### src/rtl/core/square_transposition_cipher_assert.svh
// Assertion macros for the square transposition cipher RTL.
// Included by the modules that carry concurrent assertions; no other dependencies.
`ifndef SQUARE_TRANSPOSITION_CIPHER_ASSERT_SVH
`define SQUARE_TRANSPOSITION_CIPHER_ASSERT_SVH
`ifndef ASSERT_OFF
// Property checked on every rising clock edge outside reset.
`define STC_ASSERT(lbl, clk, rstn, prop, msg) \
  lbl: assert property (@(posedge clk) disable iff (!rstn) prop) else $error(msg);
// Condition that must never be true outside reset.
`define STC_ASSERT_NEVER(lbl, clk, rstn, cond, msg) \
  lbl: assert property (@(posedge clk) disable iff (!rstn) !(cond)) else $error(msg);
`else
`define STC_ASSERT(lbl, clk, rstn, prop, msg)
`define STC_ASSERT_NEVER(lbl, clk, rstn, cond, msg)
`endif
`endif

### src/rtl/core/stc_pkg.sv
// Shared types and constants of the square transposition cipher.
// No dependencies; imported by stc_ctrl, the top level and the testbench.
package stc_pkg;

  localparam logic [1:0] MODE_WRITE = 2'd0;
  localparam logic [1:0] MODE_READ  = 2'd1;
  localparam logic [1:0] MODE_CLEAR = 2'd2;

  localparam logic [1:0] FMT_CIPHER  = 2'd0;
  localparam logic [1:0] FMT_GROUPED = 2'd1;
  localparam logic [1:0] FMT_ROWS    = 2'd2;

  localparam logic [7:0] SPACE_CHAR = 8'h20;
  localparam int unsigned SIDE_LEN_W = 6;

  typedef enum logic {
    ST_IDLE,
    ST_FETCH
  } stc_state_e;

  typedef enum logic [1:0] {
    SRC_ZERO,
    SRC_SPACE,
    SRC_MEM
  } stc_src_e;

  typedef struct packed {
    stc_src_e              char_src;
    logic                  group_end;
    logic                  last;
    logic                  none_left;
    logic [SIDE_LEN_W-1:0] side_length;
    logic                  overflowed;
  } stc_res_t;

endpackage

### src/rtl/core/stc_ctrl.sv
// Control of the square transposition cipher: counters, side, read cursor and sequencer.
// Depends on stc_pkg and the assertion macro header.
`include "square_transposition_cipher_assert.svh"
module stc_ctrl #(
  parameter int unsigned CAPACITY = 1024,
  localparam int unsigned AW = $clog2(CAPACITY)
) (
  input  logic             clk_i,
  input  logic             rst_ni,
  input  logic             cfg_we_i,
  input  logic [1:0]       cfg_wdata_i,
  input  logic             in_valid_i,
  output logic             in_stall_o,
  input  logic [1:0]       mode_i,
  input  logic [7:0]       data_byte_i,
  output logic             res_valid_o,
  input  logic             res_take_i,
  output stc_pkg::stc_res_t res_o,
  output logic             mem_we_o,
  output logic [AW-1:0]    mem_waddr_o,
  output logic [7:0]       mem_wdata_o,
  output logic             mem_re_o,
  output logic [AW-1:0]    mem_raddr_o
);
  import stc_pkg::*;

  localparam int unsigned CNT_W  = $clog2(CAPACITY + 1);
  localparam int unsigned SIDE_W = ($clog2(CAPACITY) + 1) / 2 + 1;
  localparam int unsigned IDX_W  = 2 * SIDE_W;

  stc_state_e        state_q, state_d;
  logic [1:0]        fmt_q, fmt_d;
  logic [CNT_W-1:0]  count_q, count_d;
  logic [SIDE_W-1:0] side_q, side_d;
  logic [SIDE_W-1:0] major_q, major_d;
  logic [SIDE_W-1:0] minor_q, minor_d;
  logic [IDX_W-1:0]  idx_q, idx_d;
  logic              sep_q, sep_d;
  logic              ovf_q, ovf_d;
  stc_res_t          res_q, res_d;

  logic                     accept;
  logic                     is_digit, is_upper, is_lower, keep;
  logic [7:0]               folded;
  logic [IDX_W-1:0]         sq, cnt_x, cnt1_x, idx_plus_c, idx_plus_1, col_start;
  logic [SIDE_W-1:0]        rows;
  logic [SIDE_W:0]          minor_p1, major_p1;
  logic                     row_done, col_last, idx_in;
  logic [SIDE_W+SIDE_LEN_W-1:0] side_pad;

  assign accept   = in_valid_i && (state_q == ST_IDLE);
  assign is_digit = (data_byte_i >= 8'h30) && (data_byte_i <= 8'h39);
  assign is_upper = (data_byte_i >= 8'h41) && (data_byte_i <= 8'h5A);
  assign is_lower = (data_byte_i >= 8'h61) && (data_byte_i <= 8'h7A);
  assign keep     = is_digit || is_upper || is_lower;
  assign folded   = is_upper ? (data_byte_i | 8'h20) : data_byte_i;

  assign sq         = {{SIDE_W{1'b0}}, side_q} * {{SIDE_W{1'b0}}, side_q};
  assign cnt_x      = IDX_W'(count_q);
  assign cnt1_x     = cnt_x + IDX_W'(1);
  assign idx_plus_c = idx_q + IDX_W'(side_q);
  assign idx_plus_1 = idx_q + IDX_W'(1);
  assign minor_p1   = {1'b0, minor_q} + (SIDE_W+1)'(1);
  assign major_p1   = {1'b0, major_q} + (SIDE_W+1)'(1);
  assign col_start  = IDX_W'(major_p1);
  assign col_last   = (major_p1 == {1'b0, side_q});
  assign idx_in     = (idx_q < cnt_x);
  assign side_pad   = {{SIDE_LEN_W{1'b0}}, side_q};

  // Rows of the rectangle: c-1 when the message fits in c*(c-1) cells.
  always_comb begin
    if (count_q == '0) begin
      rows = '0;
    end else if (cnt_x <= (sq - IDX_W'(side_q))) begin
      rows = side_q - SIDE_W'(1);
    end else begin
      rows = side_q;
    end
  end

  assign row_done = (minor_p1 >= {1'b0, rows});

  always_ff @(posedge clk_i or negedge rst_ni) begin
    if (!rst_ni) begin
      state_q <= ST_IDLE;
      fmt_q   <= FMT_CIPHER;
      count_q <= '0;
      side_q  <= '0;
      major_q <= '0;
      minor_q <= '0;
      idx_q   <= '0;
      sep_q   <= 1'b0;
      ovf_q   <= 1'b0;
    end else begin
      state_q <= state_d;
      fmt_q   <= fmt_d;
      count_q <= count_d;
      side_q  <= side_d;
      major_q <= major_d;
      minor_q <= minor_d;
      idx_q   <= idx_d;
      sep_q   <= sep_d;
      ovf_q   <= ovf_d;
    end
  end

  always_ff @(posedge clk_i) begin
    res_q <= res_d;
  end

  always_comb begin
    state_d = state_q;
    fmt_d   = fmt_q;
    count_d = count_q;
    side_d  = side_q;
    major_d = major_q;
    minor_d = minor_q;
    idx_d   = idx_q;
    sep_d   = sep_q;
    ovf_d   = ovf_q;
    res_d   = res_q;
    mem_we_o = 1'b0;
    mem_re_o = 1'b0;

    unique case (state_q)
      ST_IDLE: begin
        if (accept) begin
          unique case (mode_i)
            MODE_WRITE: begin
              major_d = '0;
              minor_d = '0;
              idx_d   = '0;
              sep_d   = 1'b0;
              if (keep) begin
                if (count_q >= CNT_W'(CAPACITY)) begin
                  ovf_d = 1'b1;
                end else begin
                  mem_we_o = 1'b1;
                  count_d  = count_q + CNT_W'(1);
                  if (sq < cnt1_x) begin
                    side_d = side_q + SIDE_W'(1);
                  end
                end
              end
            end
            MODE_CLEAR: begin
              count_d = '0;
              side_d  = '0;
              ovf_d   = 1'b0;
              major_d = '0;
              minor_d = '0;
              idx_d   = '0;
              sep_d   = 1'b0;
            end
            MODE_READ: begin
              state_d           = ST_FETCH;
              mem_re_o          = 1'b1;
              res_d.char_src    = SRC_ZERO;
              res_d.group_end   = 1'b0;
              res_d.last        = 1'b0;
              res_d.none_left   = 1'b0;
              res_d.side_length = side_pad[SIDE_LEN_W-1:0];
              res_d.overflowed  = ovf_q;
              priority if (count_q == '0) begin
                res_d.none_left = 1'b1;
              end else if (fmt_q == FMT_CIPHER) begin
                if ((major_q >= side_q) || !idx_in) begin
                  res_d.none_left = 1'b1;
                end else begin
                  res_d.char_src = SRC_MEM;
                  if (row_done || (idx_plus_c >= cnt_x)) begin
                    res_d.group_end = 1'b1;
                    res_d.last      = col_last;
                    minor_d         = '0;
                    major_d         = major_p1[SIDE_W-1:0];
                    idx_d           = col_start;
                  end else begin
                    minor_d = minor_p1[SIDE_W-1:0];
                    idx_d   = idx_plus_c;
                  end
                end
              end else if (fmt_q == FMT_GROUPED) begin
                if (sep_q) begin
                  res_d.char_src = SRC_SPACE;
                  sep_d          = 1'b0;
                end else if (major_q >= side_q) begin
                  res_d.none_left = 1'b1;
                end else begin
                  res_d.char_src = idx_in ? SRC_MEM : SRC_SPACE;
                  if (row_done) begin
                    res_d.group_end = 1'b1;
                    res_d.last      = col_last;
                    sep_d           = !col_last;
                    minor_d         = '0;
                    major_d         = major_p1[SIDE_W-1:0];
                    idx_d           = col_start;
                  end else begin
                    minor_d = minor_p1[SIDE_W-1:0];
                    idx_d   = idx_plus_c;
                  end
                end
              end else if (fmt_q == FMT_ROWS) begin
                if ((major_q >= rows) || !idx_in) begin
                  res_d.none_left = 1'b1;
                end else begin
                  res_d.char_src = SRC_MEM;
                  if (idx_plus_1 == cnt_x) begin
                    res_d.group_end = 1'b1;
                    res_d.last      = 1'b1;
                  end else if (minor_p1 == {1'b0, side_q}) begin
                    res_d.group_end = 1'b1;
                  end
                  idx_d = idx_plus_1;
                  if (minor_p1 >= {1'b0, side_q}) begin
                    minor_d = '0;
                    major_d = major_p1[SIDE_W-1:0];
                  end else begin
                    minor_d = minor_p1[SIDE_W-1:0];
                  end
                end
              end else begin
                res_d.none_left = 1'b1;
              end
            end
            default: begin
            end
          endcase
        end
      end
      ST_FETCH: begin
        if (res_take_i) begin
          state_d = ST_IDLE;
        end
      end
      default: begin
        state_d = ST_IDLE;
      end
    endcase

    // Users change the format only while idle; not enforced. A change restarts the cursor.
    if (cfg_we_i) begin
      fmt_d   = cfg_wdata_i;
      major_d = '0;
      minor_d = '0;
      idx_d   = '0;
      sep_d   = 1'b0;
    end
  end

  assign in_stall_o  = (state_q != ST_IDLE);
  assign res_valid_o = (state_q == ST_FETCH);
  assign res_o       = res_q;
  assign mem_waddr_o = count_q[AW-1:0];
  assign mem_wdata_o = folded;
  assign mem_raddr_o = idx_q[AW-1:0];

  `STC_ASSERT(a_count_bound, clk_i, rst_ni, count_q <= CNT_W'(CAPACITY),
              "char count past capacity")
  `STC_ASSERT(a_side_covers, clk_i, rst_ni, sq >= cnt_x, "side squared below char count")
  `STC_ASSERT(a_side_empty, clk_i, rst_ni, (count_q == '0) |-> (side_q == '0),
              "side set on empty store")
  `STC_ASSERT(a_read_fetch, clk_i, rst_ni,
              (accept && (mode_i == MODE_READ)) |=> (state_q == ST_FETCH),
              "read did not start fetch")

endmodule

### config.mk
export PLATFORM = sky130hd
export DESIGN_NAME = stc_ctrl
export DESIGN_NICKNAME = d
export VERILOG_FILES = /design/src/rtl/core/stc_pkg.sv /design/src/rtl/core/stc_ctrl.sv
export VERILOG_INCLUDE_DIRS = /design/src /design/src/rtl/core
export SDC_FILE = /design/constraint.sdc
export NUM_CORES = 1
export LEC_CHECK = 0
export BUFFER_PORTS_ARGS = -buffer_cell sky130_fd_sc_hd__clkbuf_2
export CAP_MARGIN = 20
export CORE_ASPECT_RATIO = 1.1
export CORE_MARGIN = 3
export CORE_UTILIZATION = 55
export CTS_CLUSTER_DIAMETER = 30
export DETAILED_ROUTE_END_ITERATION = 12
export GPL_TIMING_DRIVEN = 0
export PLACE_DENSITY = 0.77
export SLEW_MARGIN = 10
export SYNTH_ARGS = -nofsm -noshare
export SYNTH_HDL_FRONTEND = slang
export SYNTH_SLANG_ARGS = --single-unit
### constraint.sdc
create_clock -name clk_i -period 9.65 [get_ports clk_i]
set_input_delay 0.965 -clock clk_i [delete_from_list [all_inputs] [get_ports clk_i]]
set_output_delay 0.965 -clock clk_i [all_outputs]
set_load 0.005 [all_outputs]
Yosys cells after proc, flatten, opt, wreduce, memory -nomap -nowiden
Cells that the tools add are included.

Mux-type cells: 95. Equal/unequal tests: 23. Order comparisons: 15. Add/sub/neg operators: 9. Shift-type cells: 0. $mul: 1. Reductions and logical operators: 25. Bitwise operators: 1. Div/mod/pow operators: 0.

Operators with widths (number): 2-to-1 mux 6 bit (34); 2-to-1 mux 12 bit (13); case mux 6 bit (2 select lines) (3); != test 5 bit, second input constant (6); 2-to-1 mux 1 bit (27); case mux 12 bit (2 select lines) (1); 2-to-1 mux 11 bit (2); case mux 11 bit (2 select lines) (1); greater-or-equal comparator 8 x 7 -> 1 bit, second input constant (2); less-or-equal comparator 8 x 7 -> 1 bit, second input constant (2); 2-to-1 mux 4 bit (4); adder 6 x 1 -> 7 bit, second input constant (2); equality test 7 x 6 -> 1 bit (2); greater-or-equal comparator 7 x 6 -> 1 bit (2); adder 11 x 1 -> 12 bit, second input constant (1); adder 12 x 1 -> 12 bit, second input constant (1); adder 12 x 6 -> 12 bit (1); equality test 12 x 11 -> 1 bit (1); greater-or-equal comparator 12 x 11 -> 1 bit (1); greater-or-equal comparator 6 bit (2); less-or-equal comparator 11 x 12 -> 1 bit (1); less-than comparator 12 x 11 -> 1 bit (1); less-than comparator 12 bit (1); multiplier 6 x 6 -> 12 bit (1); 30 further kinds (57).

Bits in registers: 58. Input port bits: 17. Latch bits: 0. Word-level logic and storage cells: 184. Output and inout port bits: 44. RAM bits: 0. Memories kept: 0. Bits in read-only memories: 0.

Logic depth before layout (Yosys ltp)
Depth after elaboration: 16. Gate-level depth with buffers: 38. Gate-level depth less buffers: 35.

Worst setup path before layout
OpenSTA, ideal clock, no wires.

Kind: register to register. From: register side_q[1]. To: register idx_q[10]. Setup time: 0.083 ns. Period minus slack after synthesis: 7.980 ns. Buffers on the path: 2. Slack: 1.670 ns. Arrival: 7.898 ns. Cell stages (with the launch flop): 34. Required time: 9.567 ns. Cell sequence: dfrtp_1 buf_1 nand2_1 xnor2_1 ha_1 inv_1 fa_1 fa_1 inv_1 ha_1 and3b_1 or3_1 and2_1 or2_2 nor4b_1 xnor2_1 ha_1 nand2_1 nor3_1 o21ai_0 a31oi_1 or4b_4 nand4_1 xnor2_1 nand2_1 ha_1 a21o_1 a221oi_1 o21a_1 nand3_1 clkbuf_1 o31ai_2 nand2_1 o21ai_0.

Cells in the longest elaborated chain, start to end: 16. Elaborated cells between the ends (all ways): 30. Classes of those cells: add/sub (3); mul (1); order compare (5); eq/ne (3); mux (14); reduce/logical (4).

Ends and longest elaborated chain: from (decl) (RTL line stc_ctrl.sv:34) `logic [SIDE_W-1:0] side_q, side_d;`; from (signal assigned) (RTL line stc_ctrl.sv:98) `side_q <= side_d;`; multiplier 6 x 6 -> 12 bit (RTL line stc_ctrl.sv:58) `assign sq = {{SIDE_W{1'b0}}, side_q} * {{SIDE_W{1'b0}}, side_q};`; subtractor 12 x 6 -> 12 bit (RTL line stc_ctrl.sv:74) `end else if (cnt_x <= (sq - IDX_W'(side_q))) begin`; less-or-equal comparator 11 x 12 -> 1 bit (RTL line stc_ctrl.sv:74); 2-to-1 mux 6 bit (RTL line stc_ctrl.sv:74); 2-to-1 mux 6 bit (RTL line stc_ctrl.sv:72) `if (count_q == '0) begin`; greater-or-equal comparator 7 x 6 -> 1 bit (RTL line stc_ctrl.sv:81) `assign row_done = (minor_p1 >= {1'b0, rows});`; 2-to-1 mux 12 bit (RTL line stc_ctrl.sv:190) `if (row_done) begin`; 2-to-1 mux 12 bit (RTL line stc_ctrl.sv:186) `end else if (major_q >= side_q) begin`; 2-to-1 mux 12 bit (RTL line stc_ctrl.sv:183) `if (sep_q) begin`; 2-to-1 mux 12 bit (RTL line stc_ctrl.sv:182) `end else if (fmt_q == FMT_GROUPED) begin`; 2-to-1 mux 12 bit (RTL line stc_ctrl.sv:166) `end else if (fmt_q == FMT_CIPHER) begin`; 2-to-1 mux 12 bit (RTL line stc_ctrl.sv:164) `priority if (count_q == '0) begin`; case mux 12 bit (2 select lines) (RTL line stc_ctrl.sv:128) `unique case (mode_i)`; 2-to-1 mux 12 bit (RTL line stc_ctrl.sv:127) `if (accept) begin`; 2-to-1 mux 12 bit (RTL line stc_ctrl.sv:125) `unique case (state_q)`; 2-to-1 mux 12 bit (RTL line stc_ctrl.sv:241) `if (cfg_we_i) begin`; to (signal assigned) (RTL line stc_ctrl.sv:101) `idx_q <= idx_d;`; to (decl) (RTL line stc_ctrl.sv:37) `logic [IDX_W-1:0] idx_q, idx_d;`.

Parallel ways exist; a longest one is shown, timed or not. The select of a mux whose other input is x is not followed. A chain may end at the register's enable or synchronous reset.

Final worst setup path
From: register side_q[4]. To: register idx_q[10].

Same word-level chain as after synthesis.

==> flow_summary.json <==
{
  "status": "complete, no violations",
  "yosysSeqAreaShare": 0.210,
  "final_core_util": 0.633,
  "critical_path.most_common_cell": "sky130_fd_sc_hd__ha_1",
  "ys_dominant_reg_cell": "sky130_fd_sc_hd__dfrtp_1",
  "synth_seq_cells": 58,
  "power.leakage_nw": 3.84,
  "finalWorstPathRequiredPeriod_ns": 9.16,
  "grt_start_max_net_pins": 47,
  "post_drt_via_cell_ratio": 6.26,
  "number_of_synthesized_flops_with_an_enable_pin": 12,
  "clock_tree.root_cell": "sky130_fd_sc_hd__clkbuf_16",
  "timing.critical_path.from_type": "register",
  "synthToLayoutAreaGrowth_pct": 11.8,
  "async_set_or_reset_flop_fraction_in_the_synthesized_netlist": 0.793,
  "vias": 6946,
  "final-max-slew-violation-count": 0,
  "worst-endpoint-required_ns": 9.88,
  "synth-warning-count": 0,
  "synth_largest_type_area_fraction": 0.179,
  "ir_worst_vdd_v": 0.000170,
  "grt_pass1_wl_microns": 32700,
  "mostFrequentLayoutCell": "sky130_fd_sc_hd__ha_1",
  "grt_pass1_vias": 6489,
  "relSlewSlack": 0.419,
  "hold_ws_ns": 0.477,
  "ctsHoldBuffers": 0,
  "highest-signal-layer": "met4",
  "crit_slowest_cell": "sky130_fd_sc_hd__or4b_4",
  "preCtsSetupSlack_ns": -0.0702,
  "cp_slowest_stage_delay_ns": 0.55,
  "type_of_the_setup_path_with_the_least_slack": "register to register",
  "wl_met3_microns": 1400,
  "row_count": 43,
  "tritoncts.num_buffers": 9,
  "dp_hpwl_microns": 15900,
  "finalSetupViolCount": 0,
  "powerDensity_mw_per_mm2": 186,
  "initial_utilization": 0.566,
  "final_cell_count_without_fillers": 1110,
  "die_span_x_microns": 115,
  "most-common-layout-cells": "103 x sky130_fd_sc_hd__ha_1, 70 x sky130_fd_sc_hd__nand2_1, 64 x sky130_fd_sc_hd__inv_1, 59 x sky130_fd_sc_hd__nor2_1, 59 x sky130_fd_sc_hd__clkbuf_2",
  "fraction_of_layout_cells_with_a_size_suffix_above_1": 0.137,
  "synth_largest_area_cell": "sky130_fd_sc_hd__ha_1",
  "max_freq_ghz": 0.109,
  "place.port_buffers": 60,
  "finalInstanceArea_sq_mm": 0.00804,
  "wl_met1_microns": 8660,
  "wirelength_microns": 20500,
  "clk_path_buf_depth": 2,
  "tritoncts": "built",
  "clock_skew_ns": 0.00721,
  "initialDrtViolationCount": 671,
  "grt_overflow_total": 0,
  "syn_area_per_cell_sq_um": 8.21,
  "clk_latency_ns": 0.34,
  "post_synth_main_area_contributors": "sky130_fd_sc_hd__ha_1 18%, sky130_fd_sc_hd__dfrtp_1 16%, sky130_fd_sc_hd__xnor2_1 5.5%",
  "dpl-instance-area_sq_mm": 0.00770,
  "cts_sinks": 58,
  "cap_violations": 0,
  "drc_errors": 0,
  "worst_setup_hold_path_clk_slew_ns": 0.05,
  "ios": 61,
  "met2_length_microns": 9730,
  "netlist_area_sq_mm": 0.00719,
  "floorplan.core_area_sq_mm": 0.0127,
  "fin_setup_tns_ns": 0,
  "route.detailed.wl_per_inst_microns": 18.4,
  "grt_usage": 0.284,
  "placed_cells_incl_taps": 1094,
  "htreeDepth": 3,
  "finalCritPeriodShare": 0.949,
  "critPathCaptureType": "register",
  "die_h_microns": 126,
  "slew_at_the_pin_closest_to_its_max_slew_limit_ns": 0.850,
  "worst-endpoint-arrival_ns": 9.39,
  "number_of_antenna_violating_nets_in_the_routed_design": 0,
  "peak_fanout_along_the_critical_path": 10,
  "drt_pass1_iterations": 7,
  "grt_setup_unrepaired": "false",
  "weighted_congestion_at_the_end_of_routability_driven_global_placement": 0.963,
  "antenna_found_initial": 0,
  "nNetsFinal": 1076,
  "synth_fp_nets": 1004,
  "finalWorstSetupSlack_ns": 0.490,
  "yosysUniqueCellTypes": 74,
  "synth_cells": 876,
  "worstHoldPathType": "register to register",
  "hold_violations": 0,
  "power_mw": 1.50,
  "floorplan.die_area_sq_mm": 0.0145,
  "diodes_inserted": 0
}
==> cell type report <==
class	count	area, sq um
clock inverter	6	81.3
inverter	65	248
buffer	57	328
multi-input combinational	696	5130
clock buffer	10	229
fill	1148	4660
sequential	58	1520
tap	157	196
timing repair buffer	61	314
==> kinds of logic after synthesis <==
logic type,after synthesis,synth area share
xor gates and xnor gates,68,0.0858
DFF,58,0.210
buffers and inverters,122,0.0793
AOI/OAI and AO/OA,227,0.209
and+or+nand+nor,277,0.196
adders and majority gates,111,0.201
muxes,13,0.0184
==> state kept, by name (all words and copies together), names as in the netlist <==
name and cells:
major_q 6, idx_q 12, minor_q 6, res_o 12
side_q 6, ovf_q 1, count_q 11, in_stall_o 1
fmt_q 2, sep_q 1
==> cell usage after synthesis, types with 3 or more instances <==
cell type / number
sky130_fd_sc_hd__ha_1: 103
sky130_fd_sc_hd__nand2_1: 70
sky130_fd_sc_hd__inv_1: 64
sky130_fd_sc_hd__nor2_1: 59
sky130_fd_sc_hd__o21ai_0: 57
sky130_fd_sc_hd__a21oi_1: 48
sky130_fd_sc_hd__dfrtp_1: 46
sky130_fd_sc_hd__xnor2_1: 45
sky130_fd_sc_hd__nand3_1: 29
sky130_fd_sc_hd__buf_4: 28
sky130_fd_sc_hd__a21o_1: 24
sky130_fd_sc_hd__xor2_1: 21
sky130_fd_sc_hd__clkbuf_1: 20
sky130_fd_sc_hd__nor3_1: 18
sky130_fd_sc_hd__nand4_1: 14
sky130_fd_sc_hd__or3_1: 14
sky130_fd_sc_hd__a211oi_1: 12
sky130_fd_sc_hd__edfxtp_1: 12
sky130_fd_sc_hd__mux2i_1: 11
sky130_fd_sc_hd__and2_1: 10
sky130_fd_sc_hd__and3_1: 10
sky130_fd_sc_hd__nor2b_1: 10
sky130_fd_sc_hd__nand2b_1: 9
sky130_fd_sc_hd__fa_1: 8
sky130_fd_sc_hd__o22ai_1: 8
sky130_fd_sc_hd__nor4_1: 7
sky130_fd_sc_hd__o2111ai_1: 7
sky130_fd_sc_hd__o21a_1: 7
sky130_fd_sc_hd__and4_1: 6
sky130_fd_sc_hd__buf_2: 6
sky130_fd_sc_hd__o31ai_1: 6
sky130_fd_sc_hd__a31oi_1: 5
sky130_fd_sc_hd__o211ai_1: 5
sky130_fd_sc_hd__a2111oi_0: 4
sky130_fd_sc_hd__a211o_1: 4
sky130_fd_sc_hd__a22o_1: 4
sky130_fd_sc_hd__o21ai_1: 4
sky130_fd_sc_hd__o21bai_1: 4
sky130_fd_sc_hd__or4_1: 4
sky130_fd_sc_hd__buf_1: 3
sky130_fd_sc_hd__nor4b_1: 3
sky130_fd_sc_hd__or2_2: 3
==> metal layers <==
layer | global-route usage | up-vias
met2 | 0.459 | 299
li1 | - | 3312
met4 | 0.122 | 0
met1 | 0.375 | 3273
met5 | 0 | -
met3 | 0.0457 | 62
==> what timing repair did <==
item                       in CTS  in global routing
gates resized for setup         1                  7
setup buffers                   0                  0
setup endpoints to repair       1                 16
==> worst paths after layout <==
| check | cells after the start | startpoint | to | slack, ns |
|---|---|---|---|---|
| hold reg to reg | 0 | ovf_q$_DFFE_PN0P_ | res_o[0]$_DFFE_PP_ | 0.48 |
| setup / recovery | 33 | side_q[4]$_DFFE_PN0P_ | idx_q[10]$_DFFE_PN0P_ | 0.49 |
| min in group asynchronous | 1 | rst_ni | idx_q[9]$_DFFE_PN0P_ | 0.70 |
| hold / removal | 0 | ovf_q$_DFFE_PN0P_ | res_o[0]$_DFFE_PP_ | 0.48 |
| max in group asynchronous | 1 | rst_ni | side_q[5]$_DFFE_PN0P_ | 8.45 |
| setup reg to reg | 33 | side_q[4]$_DFFE_PN0P_ | idx_q[10]$_DFFE_PN0P_ | 0.49 |
==> where the power goes <==
| group | internal [mW] | total, mW | switching, mW |
|---|---|---|---|
| Sequential | 0.271 | 0.307 | 0.0358 |
| Combinational | 0.346 | 0.846 | 0.500 |
| Clock | 0.224 | 0.345 | 0.120 |
==> critical path: cells and delay by family, from the launching register on <==
kind,cells,cell delay (ns)
AND/OR/NAND/NOR,13,3.22
flip-flops,1,0.47
AO/OA/AOI/OAI,7,1.90
buffers and inverters,5,0.96
adder cells (fa/ha/maj),6,2.19
XOR/XNOR,2,0.30
(Power assumes the default switching activity.)
